## src/hdl/tsm_pkg.sv

```systemverilog
// ----------------------------------------------------------------------------
// Tag timestamp mapper package
// Item types, mode codes, controller states and control structs.
// ----------------------------------------------------------------------------
package tsm_pkg;

    localparam int TS_W = 64;
    localparam int ID_W = 32;

    localparam logic [ID_W-1:0] LATE_MARKER_RESET = 32'd257;

    localparam logic [1:0] MODE_START = 2'd0;
    localparam logic [1:0] MODE_CHUNK = 2'd1;
    localparam logic [1:0] MODE_TAG   = 2'd2;

    typedef struct packed {
        logic [1:0]      mode;
        logic [TS_W-1:0] clock_time;
        logic [TS_W-1:0] sample_time;
        logic [TS_W-1:0] tag_time;
        logic [ID_W-1:0] tag_id;
    } in_item_t;

    typedef struct packed {
        logic [ID_W-1:0] event_id;
        logic [TS_W-1:0] event_time;
        logic [TS_W-1:0] event_duration;
        logic            last;
    } out_item_t;

    typedef enum logic [3:0] {
        ST_IDLE,
        ST_PREP,
        ST_MUL,
        ST_DIVI,
        ST_DIV,
        ST_SUM,
        ST_CMP,
        ST_MARK,
        ST_TAG
    } tsm_state_t;

    typedef struct packed {
        logic       start;
        logic       chunk;
        logic       tag_load;
        logic       prep;
        logic       pp_en;
        logic [1:0] pp_sel;
        logic       acc_en;
        logic       div_init;
        logic       div_step;
        logic       sum;
        logic       cmp;
        logic       emit_mark;
        logic       emit_tag;
    } tsm_cmd_t;

    typedef struct packed {
        logic delay_nz;
        logic out_free;
    } tsm_stat_t;

endpackage

```

## src/hdl/tsm_ctrl.sv

```systemverilog
// ----------------------------------------------------------------------------
// Tag timestamp mapper controller
// Accepts each item and sequences multiply, divide, adjust and emit steps for each tag item.
// ----------------------------------------------------------------------------
module tsm_ctrl #(
    parameter int TIME_WIDTH = 64
) (
    input  logic               aclk,
    input  logic               aresetn,
    input  logic               s_valid,
    input  logic [1:0]         in_mode,
    output logic               s_ready,
    output tsm_pkg::tsm_cmd_t  cmd,
    input  tsm_pkg::tsm_stat_t stat
);
    import tsm_pkg::*;

    localparam int CNT_W = $clog2(TIME_WIDTH);
    localparam logic [CNT_W-1:0] MUL_LAST = CNT_W'(4);
    localparam logic [CNT_W-1:0] DIV_LAST = CNT_W'(TIME_WIDTH - 1);

    tsm_state_t       state_reg, state_next;
    logic [CNT_W-1:0] cnt_reg, cnt_next;

    always_ff @(posedge aclk) begin
        if (!aresetn) begin
            state_reg <= ST_IDLE;
            cnt_reg   <= '0;
        end else begin
            state_reg <= state_next;
            cnt_reg   <= cnt_next;
        end
    end

    always_comb begin
        state_next = state_reg;
        cnt_next   = cnt_reg;
        case (state_reg)
            ST_IDLE: begin
                cnt_next = '0;
                if (s_valid && in_mode == MODE_TAG) begin
                    state_next = ST_PREP;
                end
            end
            ST_PREP: begin
                state_next = ST_MUL;
            end
            ST_MUL: begin
                if (cnt_reg == MUL_LAST) begin
                    state_next = ST_DIVI;
                    cnt_next   = '0;
                end else begin
                    cnt_next = cnt_reg + 1'b1;
                end
            end
            ST_DIVI: begin
                state_next = ST_DIV;
            end
            ST_DIV: begin
                if (cnt_reg == DIV_LAST) begin
                    state_next = ST_SUM;
                    cnt_next   = '0;
                end else begin
                    cnt_next = cnt_reg + 1'b1;
                end
            end
            ST_SUM: begin
                state_next = ST_CMP;
            end
            ST_CMP: begin
                state_next = ST_MARK;
            end
            ST_MARK: begin
                if (!stat.delay_nz || stat.out_free) begin
                    state_next = ST_TAG;
                end
            end
            ST_TAG: begin
                if (stat.out_free) begin
                    state_next = ST_IDLE;
                end
            end
            default: begin
                state_next = ST_IDLE;
            end
        endcase
    end

    always_comb begin
        s_ready = 1'b0;
        cmd     = '0;
        case (state_reg)
            ST_IDLE: begin
                s_ready = 1'b1;
                if (s_valid) begin
                    case (in_mode)
                        MODE_START: cmd.start    = 1'b1;
                        MODE_CHUNK: cmd.chunk    = 1'b1;
                        MODE_TAG:   cmd.tag_load = 1'b1;
                        default:    ;
                    endcase
                end
            end
            ST_PREP: cmd.prep = 1'b1;
            ST_MUL: begin
                // partial products in steps 0..3, accumulate one step behind
                cmd.pp_en  = (cnt_reg < MUL_LAST);
                cmd.pp_sel = cnt_reg[1:0];
                cmd.acc_en = (cnt_reg != '0);
            end
            ST_DIVI: cmd.div_init = 1'b1;
            ST_DIV:  cmd.div_step = 1'b1;
            ST_SUM:  cmd.sum      = 1'b1;
            ST_CMP:  cmd.cmp      = 1'b1;
            ST_MARK: cmd.emit_mark = stat.delay_nz && stat.out_free;
            ST_TAG:  cmd.emit_tag  = stat.out_free;
            default: ;
        endcase
    end

endmodule

```

## config.mk

```make
export PLATFORM = sky130hd
export DESIGN_NAME = tsm_ctrl
export DESIGN_NICKNAME = d
export VERILOG_FILES = /design/src/hdl/tsm_pkg.sv /design/src/hdl/tsm_ctrl.sv
export SDC_FILE = /design/constraint.sdc
export NUM_CORES = 1
export LEC_CHECK = 0
export BUFFER_PORTS_ARGS = -buffer_cell sky130_fd_sc_hd__buf_4
export CAP_MARGIN = 20
export CORE_ASPECT_RATIO = 1.2
export CORE_MARGIN = 8
export CORE_UTILIZATION = 25
export DETAILED_ROUTE_END_ITERATION = 8
export GPL_TIMING_DRIVEN = 0
export PLACE_DENSITY = 0.52
export SLEW_MARGIN = 20
export SYNTH_ARGS = -nofsm -noshare
export SYNTH_HDL_FRONTEND = slang
export SYNTH_SLANG_ARGS = --single-unit
```

## constraint.sdc

```tcl
create_clock -name aclk -period 3.5 [get_ports aclk]
set_input_delay 1.05 -clock aclk [delete_from_list [all_inputs] [get_ports aclk]]
set_output_delay 1.05 -clock aclk [all_outputs]
set_load 0.01 [all_outputs]
```

Word-level counts from Yosys, hierarchy flattened:

Cells that the tools add are included.

* add/sub/neg operators: 1
* order comparisons: 1
* equality and inequality tests: 17
* mux-type cells: 23
* reduce and logical (&&, ||, !) cells: 9

Operators by type and width (count)
* 4-bit one-hot mux with 9 select lines: 1
* 4-bit 2-to-1 mux: 6
* 6-bit one-hot mux with 3 select lines: 1
* 4-bit by 3-bit equality test with 1-bit output (second input constant): 4
* 6-bit 2-to-1 mux: 2
* 1-bit 2-to-1 mux: 11
* 2-bit != test (second input constant): 5
* 4-bit by 2-bit equality test with 1-bit output (second input constant): 2
* 6-bit by 1-bit adder with 6-bit output (second input constant): 1
* 6-bit by 3-bit equality test with 1-bit output (second input constant): 1
* 6-bit equality test (second input constant): 1
* 6-bit by 3-bit < comparator with 1-bit output (second input constant): 1
* 3-bit 2-to-1 mux: 2
* 6-bit nonzero test: 1
* 5-bit AND reduction: 1
* 4-bit by 1-bit equality test with 1-bit output (second input constant): 1
* 4-bit equality test (second input constant): 1
* 4-bit logical NOT: 1
* 3-bit nonzero test: 1
* 2-bit by 1-bit equality test with 1-bit output (second input constant): 1
* 2-bit equality test (second input constant): 1
* 1-bit logical AND: 2
* 2-bit logical NOT: 1
* 1-bit logical NOT: 1
* 1-bit logical OR: 1

* register bits after elaboration: 10
* input bits: 7
* output and inout bits: 15
* word-level logic and storage cells: 53

Longest topological paths before layout:

Gate-level depths: netlist of run 1.

* depth in word-level cells: 4
* gate-level depth with buffers: 6
* gate-level depth less buffers: 6

Worst setup path before layout of run 1:

OpenSTA, ideal clock, no wires.

* path type: input-to-output
* start point: input in_mode[1]
* end point: output cmd[13] in the netlist's numbering
* arrival: 1.534 ns
* required time: 2.450 ns
* setup slack: 0.916 ns
* stages on the path: 1
* buffers on the path: 0
* cells stage by stage: nor4b_1

* word-level cells in the longest chain between the ends: 4

RTL lines
* start: declaration: RTL line tsm_ctrl.sv:11 `input logic [1:0] in_mode,`
* 2-bit logical NOT: RTL line tsm_ctrl.sv:96 `case (in_mode)`
* 1-bit 2-to-1 mux: RTL line tsm_ctrl.sv:96
* 3-bit 2-to-1 mux: RTL line tsm_ctrl.sv:95 `if (s_valid) begin`
* 3-bit 2-to-1 mux: RTL line tsm_ctrl.sv:92 `case (state_reg)`
* end: declaration: RTL line tsm_ctrl.sv:13 `output tsm_pkg::tsm_cmd_t cmd,`

No other way between the ends.

==> flow_summary.json, run 1 <==
{
  "status": "completed",
  "synth_area_leaders": "dfxtp_1, nand2_1, nor2_1",
  "drt_iter0_drc": 24,
  "die_w_um": 66.3,
  "drt-total-wl_um": 2050,
  "synth_edf_count": 0,
  "coreArea_sq_um": 2970,
  "post-dp-hpwl_um": 1600,
  "cp_slowest_stage_delay_ns": 0.63,
  "clock_latency_ns": 0.27,
  "synthesis.area_sq_um": 759,
  "ctsHoldBuffers": 0,
  "cts_resized": 0,
  "rows": 22,
  "final.setup.tns_ns": 0,
  "n_antenna_cell": 0,
  "grt_pass1_vias": 760,
  "pin_count": 22,
  "hold_violations": 0,
  "finalCritPeriodShare_pct": 84.2,
  "whs_ns": 0.489,
  "drv_cap": 0,
  "largest_reg_flops": 6,
  "path_cells": "clkbuf_1, or4_1, nor4b_1, buf_4",
  "hold_path_depth": 2,
  "cts_max_level": 1,
  "synthCells": 100,
  "grt_pass1_wl_um": 3510,
  "antenna_left": 0,
  "ys.warnings.count": 0,
  "dr.pass1.iters": 4,
  "chipHeight_um": 76.4,
  "crit_path_top_delay_cell": "or4_1",
  "syn2layout_area_growth_pct": 30.5,
  "avgSynthCellArea_sq_um": 7.59,
  "nFillCells": 328,
  "hp-class": "reg -> reg",
  "clk_path_buf_depth": 2,
  "clk_pin_slew_ns": 0.08,
  "via_per_inst": 5.14,
  "synth_nets": 109,
  "synthFlopType": "dfxtp_1",
  "grt_start_max_net_pins": 11,
  "worst-path-buf-inv": 2,
  "r2r_cells": 5,
  "grt_setup_unrepaired": "false",
  "cp-end-kind": "output pin",
  "wl_per_cell_um": 12.8,
  "synth.distinct_cells": 40,
  "synth_seq_cells": 10,
  "cts.sinks": 10,
  "startpoint_type": "flip-flop",
  "die-area_sq_um": 5060,
  "drcViolationCount": 0,
  "nNetsFinal": 134,
  "setup-violations-final": 0,
  "synth_area_leader_cell": "dfxtp_1",
  "async_flop_share_pct": 0,
  "port_buffers": 20,
  "maxSlewHeadroom_pct": 66.9,
  "vdd_drop_max_mv": 0.257,
  "p_per_area_nw_per_um2": 595,
  "cts_inserted_buffers": 3,
  "synth_seq_area_share_pct": 26.4,
  "antenna_found_initial": 0,
  "drv_slew": 0,
  "grt_usage_pct": 8.41,
  "post_cts_buffers": 0,
  "synth_top_area_share_pct": 26.4,
  "critical_path_depth": 4,
  "dr_total_vias": 822,
  "dpl_cell_area_sq_um": 955,
  "critPathTopFamily": "simple AND/OR/NAND/NOR gates",
  "drive_gt1_share_pct": 25.8,
  "postLayoutCoreUtil_pct": 33.3,
  "worstPathArrival_ns": 1.90,
  "start_util_pct": 25.5,
  "timing.final.crit_period_ns": 2.95,
  "grt.overflow.total": 0,
  "clockRootBuffer": "clkbuf_4",
  "finalClockSkew_ns": 0.00478,
  "fmax_mhz": 339,
  "required_ns": 2.45,
  "tightest_slew_ns": 0.495,
  "cts_tree": "done",
  "power_leakage_nw": 0.413,
  "postLayoutCellArea_sq_um": 991,
  "path_class": "reg -> out",
  "place.gp.congestion": 0.760,
  "cp_max_fo": 10
}
## final timing paths
| kind | to | from | slack, ns |
|---|---|---|---|
| max reg2reg | state_reg[3]$_SDFFE_PN0P_ | state_reg[3]$_SDFFE_PN0P_ | 1.83 |
| max | cmd[13] | state_reg[3]$_SDFFE_PN0P_ | 0.55 |
| min reg2reg | cnt_reg[1]$_SDFFE_PN0P_ | cnt_reg[1]$_SDFFE_PN0P_ | 0.49 |
| min | cnt_reg[1]$_SDFFE_PN0P_ | cnt_reg[1]$_SDFFE_PN0P_ | 0.49 |
## routing by layer
layer	global-route usage (%)	part of all wire (%)
met2	13.8	47
met1	9.41	43
met4	5.14	2.7
met3	1.76	7.0
met5	0	0
## layout by cell type (no fill, tap or decap), types with 3 or more instances in the layout
| cell type | netlist | layout |
|---|---|---|
| a21oi_1 | 5 | 5 |
| buf_4 | 0 | 20 |
| clkbuf_4 | 0 | 3 |
| dfxtp_1 | 10 | 10 |
| inv_1 | 6 | 6 |
| nand2_1 | 13 | 13 |
| nand3_1 | 3 | 3 |
| nor2_1 | 12 | 12 |
| nor3_1 | 4 | 4 |
| nor4b_2 | 3 | 3 |
| o21ai_1 | 4 | 4 |
## through the flow
stage               std cells  power, mW  worst slack [ns]
floorplan                 100      0.374             0.916
global placement          156      0.482             0.826
detailed placement        156      0.486             0.796
CTS                       160      0.599             0.523
global route              160      0.639             0.326
finish                    160      0.589             0.553
## cell type report
cell class / instances / area (sq um) / share of cell area [%]
Tap cell: 36 / 45.0 / 4.55
Inverter: 6 / 22.5 / 2.27
Buffer: 4 / 23.8 / 2.40
Multi-Input combinational cell: 80 / 513 / 51.8
Clock buffer: 4 / 36.3 / 3.66
Sequential cell: 10 / 200 / 20.2
Timing Repair Buffer: 20 / 150 / 15.2
## power breakdown
part	total [mW]	internal, mW	switching, mW
Clock	0.110	0.0632	0.0468
Sequential	0.167	0.136	0.0317
Combinational	0.312	0.135	0.177
## worst register-to-register path, cell delays in order, from the launching register on
cell and delay [ns]:
dfxtp_1 0.33, clkbuf_1 0.21, or2b_1 0.32, nor4b_2 0.39, o21bai_1 0.21, o211a_1 0.15
## cells in the mapped netlist (2+ instances only)
| cell | number |
|---|---|
| a21oi_1 | 5 |
| a31oi_1 | 2 |
| and2_1 | 2 |
| and3_1 | 2 |
| clkbuf_1 | 2 |
| dfxtp_1 | 10 |
| ha_1 | 2 |
| inv_1 | 6 |
| nand2_1 | 13 |
| nand2b_1 | 2 |
| nand3_1 | 3 |
| nor2_1 | 12 |
| nor2b_1 | 2 |
| nor3_1 | 4 |
| nor4b_2 | 3 |
| o21ai_1 | 4 |
| o221ai_1 | 2 |
| o22ai_1 | 2 |
## kinds of logic after synthesis
kind of cell    count (synthesis)  synth area share, %
simple gates                   53                 40.2
compound gates                 24                 22.9
buf+inv                        10                 6.09
flops                          10                 26.4
fa+ha+maj                       2                 3.29
xor+xnor                        1                 1.15
Note: power is estimated with default switching activity, not from simulation.
==> run 2, diff against run 1 <==
Clock period 3.5 ns to 3 ns, I/O delays scaled along.
==> flow_summary.json, run 2 (synthesis gave the netlist of run 1 again) <==
{
  "cp-end-kind": "output pin",
  "start_util_pct": 25.5,
  "clk_pin_slew_ns": 0.08,
  "startpoint_type": "flip-flop",
  "cts_inserted_buffers": 3,
  "drcViolationCount": 0,
  "postLayoutCoreUtil_pct": 33.5,
  "clock_latency_ns": 0.27,
  "grtUsageMet1_pct": 9.41,
  "path_class": "reg -> out",
  "grt_setup_unrepaired": "false",
  "port_buffers": 20,
  "syn2layout_area_growth_pct": 31.3,
  "grt_pass1_vias": 760,
  "cts_max_level": 1,
  "grt.overflow.total": 0,
  "pin_count": 22,
  "grt_start_max_net_pins": 11,
  "multiInputGateArea_sq_um": 519,
  "hp-start": "cnt_reg[1]$_SDFFE_PN0P_",
  "nFillCells": 327,
  "drive_gt1_share_pct": 26.6,
  "grt_pass1_wl_um": 3510,
  "grt_use_met3_pct": 1.76,
  "clk_path_buf_depth": 2,
  "required_ns": 2.10,
  "fmax_mhz": 363,
  "dr.pass1.iters": 4,
  "status": "completed",
  "vdd_drop_max_mv": 0.300,
  "die-area_sq_um": 5060,
  "die_w_um": 66.3,
  "drt_iter0_drc": 24,
  "largest_reg_flops": 6,
  "setup-violations-final": 0,
  "finalClockSkew_ns": 0.00480,
  "tightest_slew_ns": 0.495,
  "reg2reg_from": "state_reg[3]$_SDFFE_PN0P_",
  "antenna_found_initial": 0,
  "timing.final.crit_period_ns": 2.76,
  "chipHeight_um": 76.4,
  "ff_latch_area_sq_um": 200,
  "cts.sinks": 10,
  "final.setup.tns_ns": 0,
  "drv_slew": 0,
  "mostFrequentLayoutCells": "buf_4, nand2_1, nor2_1",
  "nNetsFinal": 134,
  "rows": 22,
  "wl_per_cell_um": 12.9,
  "clockRootBuffer": "clkbuf_4",
  "grt_util_met2_pct": 13.8,
  "post-dp-hpwl_um": 1600,
  "finalCritPeriodShare_pct": 91.9,
  "dr_total_vias": 823,
  "place.gp.congestion": 0.760,
  "n_antenna_cell": 0,
  "drt-total-wl_um": 2070,
  "cts_tree": "done",
  "via_per_inst": 5.14,
  "ctsHoldBuffers": 0,
  "hp-class": "reg -> reg",
  "busiest_layer": "met2",
  "maxSlewHeadroom_pct": 66.9,
  "antenna_left": 0,
  "hold_violations": 0,
  "cp_max_fo": 10,
  "drv_cap": 0,
  "grt_usage_pct": 8.41,
  "power_leakage_nw": 0.414,
  "final_common_cell": "buf_4",
  "coreArea_sq_um": 2970,
  "worstPathArrival_ns": 1.86,
  "p_per_area_nw_per_um2": 694,
  "cp-startpoint": "state_reg[3]$_SDFFE_PN0P_"
}
-- run 2: stage by stage --
| step | power [mW] | instance area [sq um] | hold WS, ns | instances | setup WS, ns |
|---|---|---|---|---|---|
| global route | 0.750 | 997 | 0.517 | 160 | 0.0841 |
| floorplan | 0.436 | 759 | 0.462 | 100 | 0.568 |
| CTS | 0.699 | 991 | 0.494 | 160 | 0.173 |
| detailed placement | 0.567 | 955 | 0.483 | 156 | 0.480 |
| global placement | 0.562 | 955 | 0.478 | 156 | 0.520 |
| finish | 0.693 | 997 | 0.489 | 160 | 0.244 |
-- run 2: final timing paths --
kind	end	slack, ns	cells past startpoint
hold / removal	cnt_reg[1]$_SDFFE_PN0P_	0.49	2
setup reg to reg	state_reg[3]$_SDFFE_PN0P_	1.34	5
setup / recovery	cmd[13]	0.24	4
hold reg to reg	cnt_reg[1]$_SDFFE_PN0P_	0.49	2
-- run 2: report_power, final --
group / switching [mW] / leakage [nW] / internal, mW
clock: 0.0545 / 0.0210 / 0.0738
sequential: 0.0369 / 0.0810 / 0.158
combinational: 0.210 / 0.312 / 0.159
total: 0.302 / 0.414 / 0.391
-- run 2: metal layers --
layer / routed length [um] / share of wire [%] / vias to the layer above
li1: - / - / 411
met1: 880 / 43 / 385
met2: 991 / 48 / 22
met3: 140 / 6.8 / 5
met4: 56 / 2.7 / 0
met5: 0 / 0 / -
-- run 2: what timing repair did --
action	4_1_cts	5_1_grt
gates resized for setup	0	1
setup endpoints to repair	0	1
setup buffers	0	0
-- run 2: cell type report --
class | instances | share of cell area [%]
multi-input combinational | 80 | 52.1
sequential | 10 | 20.1
timing repair buffer | 20 | 15.1
tap | 36 | 4.52
clock buffer | 4 | 3.64
buffer | 4 | 2.38
inverter | 6 | 2.26
-- run 2: worst max-delay path, cell delays in order, from the launching register on --
cell and delay [ns]:
dfxtp_1 0.33, clkbuf_1 0.21, or4_1 0.65, nor4b_2 0.24, buf_4 0.16
